### src/hw/rtl/alle_pkg.sv
`timescale 1ns / 1ps

package alle_pkg;

  // Default number of list slots
  localparam int ENTRIES_DEF = 4;

  // Request codes
  localparam logic [1:0] REQ_INSERT  = 2'd0;
  localparam logic [1:0] REQ_REMOVE  = 2'd1;
  localparam logic [1:0] REQ_REPLACE = 2'd2;
  localparam logic [1:0] REQ_LOCATE  = 2'd3;

  // Result status codes
  localparam logic [1:0] STAT_DONE      = 2'd0;
  localparam logic [1:0] STAT_NOT_FOUND = 2'd1;
  localparam logic [1:0] STAT_FULL      = 2'd2;

endpackage

### src/hw/rtl/array_linked_list_engine.sv
`timescale 1ns / 1ps

// Singly linked list of up to ENTRIES 32-bit values kept in a slot array. Each request
// word (insert at tail, remove first match, replace first match, locate first match)
// gives one result word with a status, the slot index touched, the element count and
// an empty flag. An insert fills a free slot, then links it to the tail in ST_LINK.
// Remove, replace and locate walk from the head in ST_WALK, visiting at most ENTRIES
// elements: the list walk follows one link per cycle through the value and link
// memories, whose single read port is the limit. A request that finds the list empty
// goes straight to ST_DONE. A new word is accepted once the previous result has moved
// to the output register; no init sweep is needed after reset.
module array_linked_list_engine
  import alle_pkg::*;
#(
  parameter int ENTRIES = ENTRIES_DEF
) (
  input  logic        clk,
  input  logic        rst_n,
  input  logic        in_valid,
  output logic        in_ready,
  input  logic [1:0]  in_req_type,
  input  logic signed [31:0] in_value,
  input  logic signed [31:0] in_new_value,
  output logic        out_valid,
  input  logic        out_ready,
  output logic [1:0]  out_status,
  output logic [1:0]  out_position,
  output logic [2:0]  out_count,
  output logic        out_empty_res
);

  localparam int IW = $clog2(ENTRIES);      // slot index width
  localparam int LW = $clog2(ENTRIES + 1);  // link width, holds the null link
  localparam int CW = $clog2(ENTRIES + 1);  // element count width
  localparam logic [LW-1:0] NULL_LINK = LW'(ENTRIES);

  typedef enum logic [1:0] {
    ST_IDLE,
    ST_WALK,
    ST_LINK,
    ST_DONE
  } state_t;

  function automatic logic link_ok(input logic [LW-1:0] lnk);
    return lnk < NULL_LINK;
  endfunction

  // Slot storage: values and next links, one read and one write port each
  logic [31:0]   val_mem [ENTRIES];
  logic [LW-1:0] nxt_mem [ENTRIES];
  logic [31:0]   val_rd_r;
  logic [LW-1:0] nxt_rd_r;

  logic          rd_en;
  logic [IW-1:0] rd_idx;
  logic          val_we;
  logic [IW-1:0] val_wa;
  logic [31:0]   val_wd;
  logic          nxt_we;
  logic [IW-1:0] nxt_wa;
  logic [LW-1:0] nxt_wd;

  // Control and list state
  state_t        state_r, state_nxt;
  logic [1:0]    req_r, req_nxt;
  logic [31:0]   key_r, key_nxt;
  logic [31:0]   nval_r, nval_nxt;
  logic [LW-1:0] cur_r, cur_nxt;
  logic [LW-1:0] prev_r, prev_nxt;
  logic [LW-1:0] steps_r, steps_nxt;
  logic [LW-1:0] head_r, head_nxt;
  logic [LW-1:0] tail_r, tail_nxt;
  logic [CW-1:0] cnt_r, cnt_nxt;
  logic [ENTRIES-1:0] used_r, used_nxt;
  logic [1:0]    status_r, status_nxt;
  logic [1:0]    pos_r, pos_nxt;

  // Output register
  logic          out_valid_r, out_valid_nxt;
  logic [1:0]    out_status_r, out_status_nxt;
  logic [1:0]    out_pos_r, out_pos_nxt;
  logic [2:0]    out_count_r, out_count_nxt;
  logic          out_empty_r, out_empty_nxt;

  // Helpers
  logic          in_acc;
  logic          free_found;
  logic [IW-1:0] free_idx;
  logic [IW-1:0] cur_idx;
  logic [IW+1:0] cur_ext;
  logic [CW+2:0] cnt_ext;
  logic [LW-1:0] walk_link;
  logic [LW-1:0] steps_inc;
  logic          walk_match;

  assign in_ready      = (state_r == ST_IDLE);
  assign in_acc        = in_valid && in_ready;
  assign out_valid     = out_valid_r;
  assign out_status    = out_status_r;
  assign out_position  = out_pos_r;
  assign out_count     = out_count_r;
  assign out_empty_res = out_empty_r;

  assign cur_idx   = cur_r[IW-1:0];
  assign cur_ext   = {2'b00, cur_idx};
  assign cnt_ext   = {3'b000, cnt_r};
  assign steps_inc = steps_r + 1'b1;

  // A link read from an unused slot counts as null
  assign walk_link  = used_r[cur_idx] ? nxt_rd_r : NULL_LINK;
  assign walk_match = used_r[cur_idx] && (val_rd_r == key_r);

  // Lowest free slot
  always_comb begin
    free_found = 1'b0;
    free_idx   = '0;
    for (int i = ENTRIES - 1; i >= 0; i--) begin
      if (!used_r[i]) begin
        free_found = 1'b1;
        free_idx   = IW'(i);
      end
    end
  end

  // Request sequencing and list update
  always_comb begin
    state_nxt      = state_r;
    req_nxt        = req_r;
    key_nxt        = key_r;
    nval_nxt       = nval_r;
    cur_nxt        = cur_r;
    prev_nxt       = prev_r;
    steps_nxt      = steps_r;
    head_nxt       = head_r;
    tail_nxt       = tail_r;
    cnt_nxt        = cnt_r;
    used_nxt       = used_r;
    status_nxt     = status_r;
    pos_nxt        = pos_r;
    out_valid_nxt  = out_valid_r && !out_ready;
    out_status_nxt = out_status_r;
    out_pos_nxt    = out_pos_r;
    out_count_nxt  = out_count_r;
    out_empty_nxt  = out_empty_r;
    rd_en          = 1'b0;
    rd_idx         = cur_idx;
    val_we         = 1'b0;
    val_wa         = cur_idx;
    val_wd         = nval_r;
    nxt_we         = 1'b0;
    nxt_wa         = cur_idx;
    nxt_wd         = NULL_LINK;

    unique case (state_r)
      ST_IDLE: begin
        if (in_acc) begin
          req_nxt   = in_req_type;
          key_nxt   = in_value;
          nval_nxt  = in_new_value;
          prev_nxt  = NULL_LINK;
          steps_nxt = '0;
          pos_nxt   = '0;
          if (in_req_type == REQ_INSERT) begin
            if (free_found) begin
              // fill the new slot now, hook it to the tail next cycle
              val_we    = 1'b1;
              val_wa    = free_idx;
              val_wd    = in_value;
              nxt_we    = 1'b1;
              nxt_wa    = free_idx;
              nxt_wd    = NULL_LINK;
              cur_nxt   = LW'(free_idx);
              state_nxt = ST_LINK;
            end else begin
              status_nxt = STAT_FULL;
              state_nxt  = ST_DONE;
            end
          end else begin
            cur_nxt = head_r;
            if (link_ok(head_r)) begin
              rd_en     = 1'b1;
              rd_idx    = head_r[IW-1:0];
              state_nxt = ST_WALK;
            end else begin
              status_nxt = STAT_NOT_FOUND;
              state_nxt  = ST_DONE;
            end
          end
        end
      end

      ST_WALK: begin
        if (walk_match) begin
          status_nxt = STAT_DONE;
          pos_nxt    = cur_ext[1:0];
          state_nxt  = ST_DONE;
          case (req_r)
            REQ_REMOVE: begin
              if (link_ok(prev_r)) begin
                nxt_we = 1'b1;
                nxt_wa = prev_r[IW-1:0];
                nxt_wd = walk_link;
              end else begin
                head_nxt = walk_link;
              end
              if (tail_r == cur_r) begin
                tail_nxt = prev_r;
              end
              used_nxt[cur_idx] = 1'b0;
              if (cnt_r != '0) begin
                cnt_nxt = cnt_r - 1'b1;
              end
              // list drained
              if (cnt_r <= CW'(1)) begin
                head_nxt = NULL_LINK;
                tail_nxt = NULL_LINK;
              end
            end
            REQ_REPLACE: begin
              val_we = 1'b1;
              val_wa = cur_idx;
              val_wd = nval_r;
            end
            default: begin
            end
          endcase
        end else begin
          // follow the link, bounded by the slot count
          prev_nxt  = cur_r;
          cur_nxt   = walk_link;
          steps_nxt = steps_inc;
          if ((steps_inc < NULL_LINK) && link_ok(walk_link)) begin
            rd_en  = 1'b1;
            rd_idx = walk_link[IW-1:0];
          end else begin
            status_nxt = STAT_NOT_FOUND;
            pos_nxt    = '0;
            state_nxt  = ST_DONE;
          end
        end
      end

      ST_LINK: begin
        if ((cnt_r == '0) || !link_ok(tail_r)) begin
          head_nxt = cur_r;
        end else begin
          nxt_we = 1'b1;
          nxt_wa = tail_r[IW-1:0];
          nxt_wd = cur_r;
        end
        tail_nxt          = cur_r;
        used_nxt[cur_idx] = 1'b1;
        cnt_nxt           = cnt_r + 1'b1;
        status_nxt        = STAT_DONE;
        pos_nxt           = cur_ext[1:0];
        state_nxt         = ST_DONE;
      end

      ST_DONE: begin
        if (!out_valid_r || out_ready) begin
          out_valid_nxt  = 1'b1;
          out_status_nxt = status_r;
          out_pos_nxt    = pos_r;
          out_count_nxt  = cnt_ext[2:0];
          out_empty_nxt  = (cnt_r == '0);
          state_nxt      = ST_IDLE;
        end
      end

      default: begin
        state_nxt = ST_IDLE;
      end
    endcase
  end

  // Slot memories
  always_ff @(posedge clk) begin
    if (val_we) begin
      val_mem[val_wa] <= val_wd;
    end
    if (nxt_we) begin
      nxt_mem[nxt_wa] <= nxt_wd;
    end
    if (rd_en) begin
      val_rd_r <= val_mem[rd_idx];
      nxt_rd_r <= nxt_mem[rd_idx];
    end
  end

  // State and registered outputs
  always_ff @(posedge clk) begin
    if (!rst_n) begin
      state_r     <= ST_IDLE;
      head_r      <= NULL_LINK;
      tail_r      <= NULL_LINK;
      cnt_r       <= '0;
      used_r      <= '0;
      out_valid_r <= 1'b0;
    end else begin
      state_r     <= state_nxt;
      head_r      <= head_nxt;
      tail_r      <= tail_nxt;
      cnt_r       <= cnt_nxt;
      used_r      <= used_nxt;
      out_valid_r <= out_valid_nxt;
    end
    req_r        <= req_nxt;
    key_r        <= key_nxt;
    nval_r       <= nval_nxt;
    cur_r        <= cur_nxt;
    prev_r       <= prev_nxt;
    steps_r      <= steps_nxt;
    status_r     <= status_nxt;
    pos_r        <= pos_nxt;
    out_status_r <= out_status_nxt;
    out_pos_r    <= out_pos_nxt;
    out_count_r  <= out_count_nxt;
    out_empty_r  <= out_empty_nxt;
  end

  // Element count tracks the number of occupied slots
  a_count_used : assert property (@(posedge clk) disable iff (!rst_n)
    cnt_r == $countones(used_r))
    else $error("element count differs from occupied slots");

  // An empty list has null head and tail
  a_empty_links : assert property (@(posedge clk) disable iff (!rst_n)
    (cnt_r == '0) |-> (head_r == NULL_LINK && tail_r == NULL_LINK))
    else $error("empty list with live head or tail");

  // The walk only visits real slots within the step bound
  a_walk_bound : assert property (@(posedge clk) disable iff (!rst_n)
    (state_r == ST_WALK) |-> (cur_r < NULL_LINK && steps_r < NULL_LINK))
    else $error("list walk out of bounds");

endmodule

### config.mk
export PLATFORM = sky130hd
export DESIGN_NAME = array_linked_list_engine
export DESIGN_NICKNAME = d
export VERILOG_FILES = /design/src/hw/rtl/alle_pkg.sv /design/src/hw/rtl/array_linked_list_engine.sv
export SDC_FILE = /design/constraint.sdc
export NUM_CORES = 1
export LEC_CHECK = 0
export BUFFER_PORTS_ARGS = -buffer_cell sky130_fd_sc_hd__buf_2
export CORE_UTILIZATION = 39
export CTS_BUF_LIST = sky130_fd_sc_hd__clkbuf_4
export DETAILED_ROUTE_END_ITERATION = 8
export PLACE_DENSITY = 0.61
export SLEW_MARGIN = 20
export SYNTH_ARGS = -nofsm -noshare
export SYNTH_HDL_FRONTEND = slang
export SYNTH_SLANG_ARGS = --single-unit
### constraint.sdc
create_clock -name clk -period 8.5 [get_ports clk]
set_input_delay 0.85 -clock clk [delete_from_list [all_inputs] [get_ports clk]]
set_output_delay 0.85 -clock clk [all_outputs]
set_load 0.005 [all_outputs]
* Yosys cells after proc, flatten, opt, wreduce, memory -nomap -nowiden
Memory sizes are Yosys's and may differ from the RTL's. A register that Yosys moved wholly into a read port is not among the register bits.
Index checks and enable logic that the tools add are counted.
** Word-level totals
- Word-level logic and storage cells :: 190
- Register bits :: 103
- Bits of input ports :: 70
- Memories :: 2
- Output and inout port bits :: 10
- Bits in writable memories :: 140
** Memory list
- val_mem :: words 4, bits a word 32, rd ports 1, clocked after memory_dff 1, write ports 1, RTL line array_linked_list_engine.sv:49 : logic [31:0] val_mem [ENTRIES];
- nxt_mem :: words 4, bits a word 3, rd ports 1, clocked after memory_dff 1, write ports 1, RTL line array_linked_list_engine.sv:50 : logic [LW-1:0] nxt_mem [ENTRIES];
** Cells by class
- Equal/unequal tests :: 20
- Add/subtract/negate cells :: 3
- Bitwise logic cells :: 3
- Reduce and logical (&&, ||, !) cells :: 28
- Muxes and demuxes :: 108
- Order comparisons :: 8
** Operators by type and width (number)
- 32-bit 2-to-1 mux :: 4
- 3-bit 2-to-1 mux :: 25
- 2-bit 2-to-1 mux :: 32
- 3-bit case mux with 2 select lines :: 7
- 32-bit equality test :: 1
- 1-bit 2-to-1 mux :: 27
- 3-bit != test (second input constant) :: 6
- 2-bit case mux with 3 select lines :: 3
- 3-bit < comparator (second input constant) :: 5
- 3-bit AND reduction :: 4
- 4-bit AND reduction :: 3
- 2-bit != test (second input constant) :: 5
- 5-bit AND reduction :: 2
- 4-bit 2-to-1 mux :: 2
- 2-bit case mux with 4 select lines :: 1
- 4-bit case mux with 2 select lines :: 1
- 3-bit by 1-bit adder with 3-bit output (second input constant) :: 2
- 2-bit equality test (second input constant) :: 3
- 3-bit nonzero test :: 2
- 1-bit logical AND :: 5
- 4-bit bitwise AND :: 1
- 2-bit by 1-bit equality test with 1-bit output (second input constant) :: 2
- 2-bit logical NOT :: 2
- 2-bit by 1-bit != test with 1-bit output (second input constant) :: 2
- 17 further kinds :: 23

* Longest topological paths before layout
- Depth in word-level cells :: 10
- Mapped depth :: 12
- Mapped depth without buffers :: 9

* Worst setup path after synthesis
No wires, ideal clock.
- Kind :: register to register
- Start point :: register state_r[0]
- End point :: memory val_mem[0][0], enable pin
- Period minus slack after synthesis :: 5.523 ns
- Data required time :: 8.079 ns
- Data arrival time :: 5.102 ns
- Setup slack :: 2.977 ns
- Stages on the path, launching flop included :: 10
- Cells stage by stage :: dfxtp_1 inv_1 ha_1 clkbuf_1 and2_1 nand3_1 clkbuf_1 buf_1 a21o_1 nor2_1
** On the way
- Word-level cells in the longest chain between the ends :: 6
** RTL lines
- start, declared :: RTL line array_linked_list_engine.sv:64 : state_t state_r, state_nxt;
- start signal, assigned :: RTL line array_linked_list_engine.sv:300 : state_r <= state_nxt;
- 2-bit logical NOT (*) :: RTL line array_linked_list_engine.sv:96 : assign in_ready = (state_r == ST_IDLE);
- net in_ready :: RTL line array_linked_list_engine.sv:20 : output logic in_ready,
- 1-bit logical AND :: RTL line array_linked_list_engine.sv:97 : assign in_acc = in_valid && in_ready;
- 1-bit 2-to-1 mux :: RTL line array_linked_list_engine.sv:156 : if (in_acc) begin
- 1-bit case mux with 2 select lines :: RTL line array_linked_list_engine.sv:154 : unique case (state_r)
- 1-bit 2-to-1 mux :: RTL line array_linked_list_engine.sv:278 : if (val_we) begin
- 1-bit 2-to-1 mux (implied by the code) :: RTL line array_linked_list_engine.sv:279 : val_mem[val_wa] <= val_wd;
- end, declared :: RTL line array_linked_list_engine.sv:49
Mark *: on every way through the listed nets, which the timed path passes. The rest lies on a longest branch.

* Final worst setup path
- Start point :: register cur_r[1]
- End point :: register val_rd_r[25] (read register of val_mem) (data pin)
** On the way
- Word-level cells in the longest chain between the ends :: 8
** RTL lines
- start, declared :: RTL line array_linked_list_engine.sv:68 : logic [LW-1:0] cur_r, cur_nxt;
- start signal, assigned :: RTL line array_linked_list_engine.sv:310 : cur_r <= cur_nxt;
- 1-bit binary-select mux with 2-bit select :: RTL line array_linked_list_engine.sv:110, array_linked_list_engine.sv:111
- 1-bit 2-to-1 mux (implied by the code) :: RTL line array_linked_list_engine.sv:110, array_linked_list_engine.sv:111
- 3-bit 2-to-1 mux :: RTL line array_linked_list_engine.sv:110 : assign walk_link = used_r[cur_idx] ? nxt_rd_r : NULL_LINK;
- 3-bit < comparator :: RTL line array_linked_list_engine.sv:45 : return lnk < NULL_LINK;
- 1-bit logical AND :: RTL line array_linked_list_engine.sv:232 : if ((steps_inc < NULL_LINK) && link_ok(walk_link)) begin
- 2-bit 2-to-1 mux / 1-bit 2-to-1 mux (equally long branches) :: RTL line array_linked_list_engine.sv:232
- 2-bit 2-to-1 mux / 1-bit 2-to-1 mux (equally long branches) :: RTL line array_linked_list_engine.sv:193 : if (walk_match) begin
- 2-bit case mux with 2 select lines / 1-bit case mux with 2 select lines (equally long branches) :: RTL line array_linked_list_engine.sv:154
- end, declared :: RTL line array_linked_list_engine.sv:51 : logic [31:0] val_rd_r;
Several ways; a longest one is shown, not always the timed one. The select of a mux whose other input is x is not followed.
A chain may end at the register's enable or synchronous reset.

==> impl_metrics.csv <==
group,metric,value,unit
detailed_routing,vias,6361,
synth,synth.top_cell.area_share,68.2,%
clocking,cts_resized,0,
sta,finalHoldViolCount,0,
run_status,status,"completed",
synth,yosysWarnings,0,
synth,synth-seq-cells,278,
synth,syn_nets,777,
sta,finalSetupViolations,0,
sta,fmax,254,MHz
synth,yosys.cell_count.top_type,"edfxtp_1",
floorplanning,die_width,174,µm
power_and_ir_drop,ir_drop,0.000195,V
worst_setup_path,startpoint,"cur_r[1]$_DFFE_PP_",
power_and_ir_drop,p_leak,5.07,nW
detailed_routing,first_pass_iters,5,
worst_hold_path,hold_class,"in2reg",
worst_setup_path,r2r_start,"cur_r[1]$_DFFE_PP_",
grt,track_usage,15.3,%
worst_setup_path,cp.required,8.86,ns
clocking,clkTransAtPathRegs,0.08,ns
clocking,clk_path_buf_depth,3,
sta,worst_hold_slack,0.343,ns
placement,post-place-ws,4.62,ns
worst_setup_path,crit_arrival,4.29,ns
synth,synth-async-reset-ratio,0,%
clocking,cts.sinks,278,
sta,slew_violations,0,
detailed_routing,dr.first_iter.drc_count,443,
sta,setup_ws,4.57,ns
clocking,root_buffer,"clkbuf_4",
synth,synth.avg_cell_area,16.5,µm²
clocking,cts_tree,"built",
worst_setup_path,r2r_slack,4.57,ns
worst_setup_path,path_max_fanout,48,
grt,grt_pass1_wl,35.4,mm
detailed_routing,wl_per_cell,18.0,µm
final_layout,instances_no_fill,1273,
worst_setup_path,criticalPathCategory,"reg2reg",
grt,grt_max_degree,68,
worst_setup_path,worst-path-stages,9,
clocking,hold_buffers,0,
placement,globalplace.congestion,0.921,
grt,antenna_found_initial,0,
clocking,numCtsBuffers,75,
final_layout,fill_cells,2555,
clocking,cts_setup_buffers,0,
clocking,worstSkewPairLatency,0.69,ns
placement,dp_cells,1142,
flow_run,maxCapViolCount,0,
floorplanning,coreArea,28900,µm²
worst_setup_path,reg2reg_depth,9,
synth,synth_top_cells_by_count,"edfxtp_1, mux2i_1, xor2_1",
floorplanning,die-area,30300,µm²
placement,port_buffers,79,
detailed_routing,ant_nets,0,
sta,tightest_slew,1.00,ns
synth,syn_inst,698,
floorplanning,start_util,39.9,%
final_layout,drive_gt1_share,29.0,%
clocking,htreeDepth,3,
worst_setup_path,crit_top_cell,"mux2i_1",
floorplanning,io_pins,80,
sta,rsz0062_at_grt,"no",
detailed_routing,avgViaCountPerCell,5.00,
sta,fin_tns_setup,0,ns
sta,finClkSkew,0.0700,ns
worst_setup_path,crit_path_end_kind,"register",
worst_setup_path,cp_top_family,"buffers and inverters",
synth,synth-edff-count,262,
worst_setup_path,critPathBufInv,2,
floorplanning,rows,62,
detailed_routing,drc_errors,0,
synth,synth_flop_cell,"edfxtp_1",
final_layout,syn_to_final_growth,16.2,%
worst_setup_path,critPathSlowestCell,"edfxtp_1",
synth,synth_cell_type_count,60,
placement,hpwl,13.7,mm
final_layout,finalNetCount,915,
sta,period_minus_slack,3.93,ns
synth,yosys.area.top_type,"edfxtp_1",
synth,yosysSeqAreaShare,71.0,%
final_layout,finalCoreUtilization,46.3,%
synth,synth_area,11500,µm²
grt,gr-total-overflow,0,
detailed_routing,wl,22.9,mm
worst_setup_path,cp-start-kind,"register",
final_layout,n_antenna_cell,0,
sta,period_share,46.3,%
synth,ys_top_cells_by_area,"edfxtp_1, mux2i_1, mux2_2, dfxtp_1, xor2_1",
worst_setup_path,cp-endpoint,"val_rd_r[25]$_DFFE_PP_",
floorplanning,die_y,174,µm
worst_setup_path,crit_chain,"mux2i_1 -> mux2i_1 -> and2_1 -> o211a_1 -> a211oi_4 -> buf_4 -> buf_4 -> mux2i_1 -> mux2i_1",
sta,slew_headroom,33.0,%
power_and_ir_drop,power.density,331,nW/µm²
grt,grt_pass1_vias,6486,
worst_setup_path,worst_r2r_endpoint,"val_rd_r[25]$_DFFE_PP_",
worst_setup_path,cpPeakStageDelay,0.72,ns
## area by class of cell
class / instances / area [µm²] / share of cell area [%]
Multi-Input combinational cell: 378 / 3190 / 23.8
Clock buffer: 102 / 766 / 5.71
Timing Repair Buffer: 90 / 510 / 3.81
Inverter: 13 / 48.8 / 0.364
Tap cell: 384 / 480 / 3.58
Clock inverter: 28 / 223 / 1.66
Sequential cell: 278 / 8190 / 61.1
## worst reg2reg max path, cell delays in order, from the launching register on
cell,delay (ns)
edfxtp_1,0.72
mux2i_1,0.38
mux2i_1,0.25
and2_1,0.29
o211a_1,0.19
a211oi_4,0.15
buf_4,0.40
buf_4,0.74
mux2i_1,0.34
mux2i_1,0.12
## how the worst min path moves through the flow
stage                                      from                   endpoint  slack (ns)  cells past startpoint
after floorplan              pos_r[0]$_DFFE_PP_  out_position[0]$_DFFE_PP_        0.40                      0
after global placement    status_r[0]$_DFFE_PP_    out_status[0]$_DFFE_PP_        0.40                      0
after detailed placement  status_r[1]$_DFFE_PP_    out_status[1]$_DFFE_PP_        0.42                      0
after CTS                       in_new_value[2]        nval_r[2]$_DFFE_PP_        0.28                      1
after global routing            in_new_value[4]        nval_r[4]$_DFFE_PP_        0.27                      1
final                          in_new_value[30]       nval_r[30]$_DFFE_PP_        0.34                      1
## sequential cells by signal, indices dropped and copies added, names as in the netlist, 3 cells and up, named ones only
signal	cells
cnt_r	3
cur_r	3
head_r	3
key_r	32
nval_r	32
nxt_mem	12
nxt_rd_r	3
out_count	3
prev_r	3
steps_r	3
tail_r	3
val_mem	128
val_rd_r	32
## layout by cell type (no fill, tap or decap), types with 9 or more instances in the layout
cell type / netlist / routed
edfxtp_1: 262 / 262
ha_1: 9 / 9
dfxtp_1: 16 / 16
buf_2: 5 / 79
inv_1: 13 / 13
clkbuf_4: 0 / 102
mux2_2: 34 / 34
buf_4: 3 / 9
xor2_1: 36 / 36
nor2_1: 24 / 20
nand2_1: 32 / 32
a21oi_1: 13 / 13
clkinv_1: 0 / 21
mux2i_1: 117 / 117
## metal layers
layer,up-vias,wire length (µm),GRT usage (%)
li1,2997,-,-
met1,3128,10200,19.4
met2,188,11100,24.8
met3,48,1220,4.20
met4,0,436,5.96
met5,-,0,0
## kinds of logic after synthesis
kind of cell / Yosys count / synth area share [%]
AOI/OAI and AO/OA: 69 / 4.41
adders and majority gates: 9 / 0.976
DFF: 278 / 71.0
muxes: 152 / 13.6
buffers and inverters: 42 / 1.97
and+or+nand+nor: 110 / 5.22
xor gates and xnor gates: 38 / 2.88
## stage by stage
| step | instance area, µm² | total power, W |
|---|---|---|
| final | 13400 | 0.00443 |
| after global routing | 13400 | 0.00467 |
| after CTS | 13400 | 0.00448 |
| after detailed placement | 12400 | 0.00325 |
| after global placement | 12400 | 0.00324 |
| after floorplan | 11500 | 0.00294 |
## power by group
part,leakage [nW],internal (W),switching (W)
Clock,0.564,0.000680,0.000538
Combinational,1.97,0.000540,0.000779
Sequential,2.54,0.00180,0.0000945
Total,5.07,0.00302,0.00141
(Power assumes the default switching activity.)
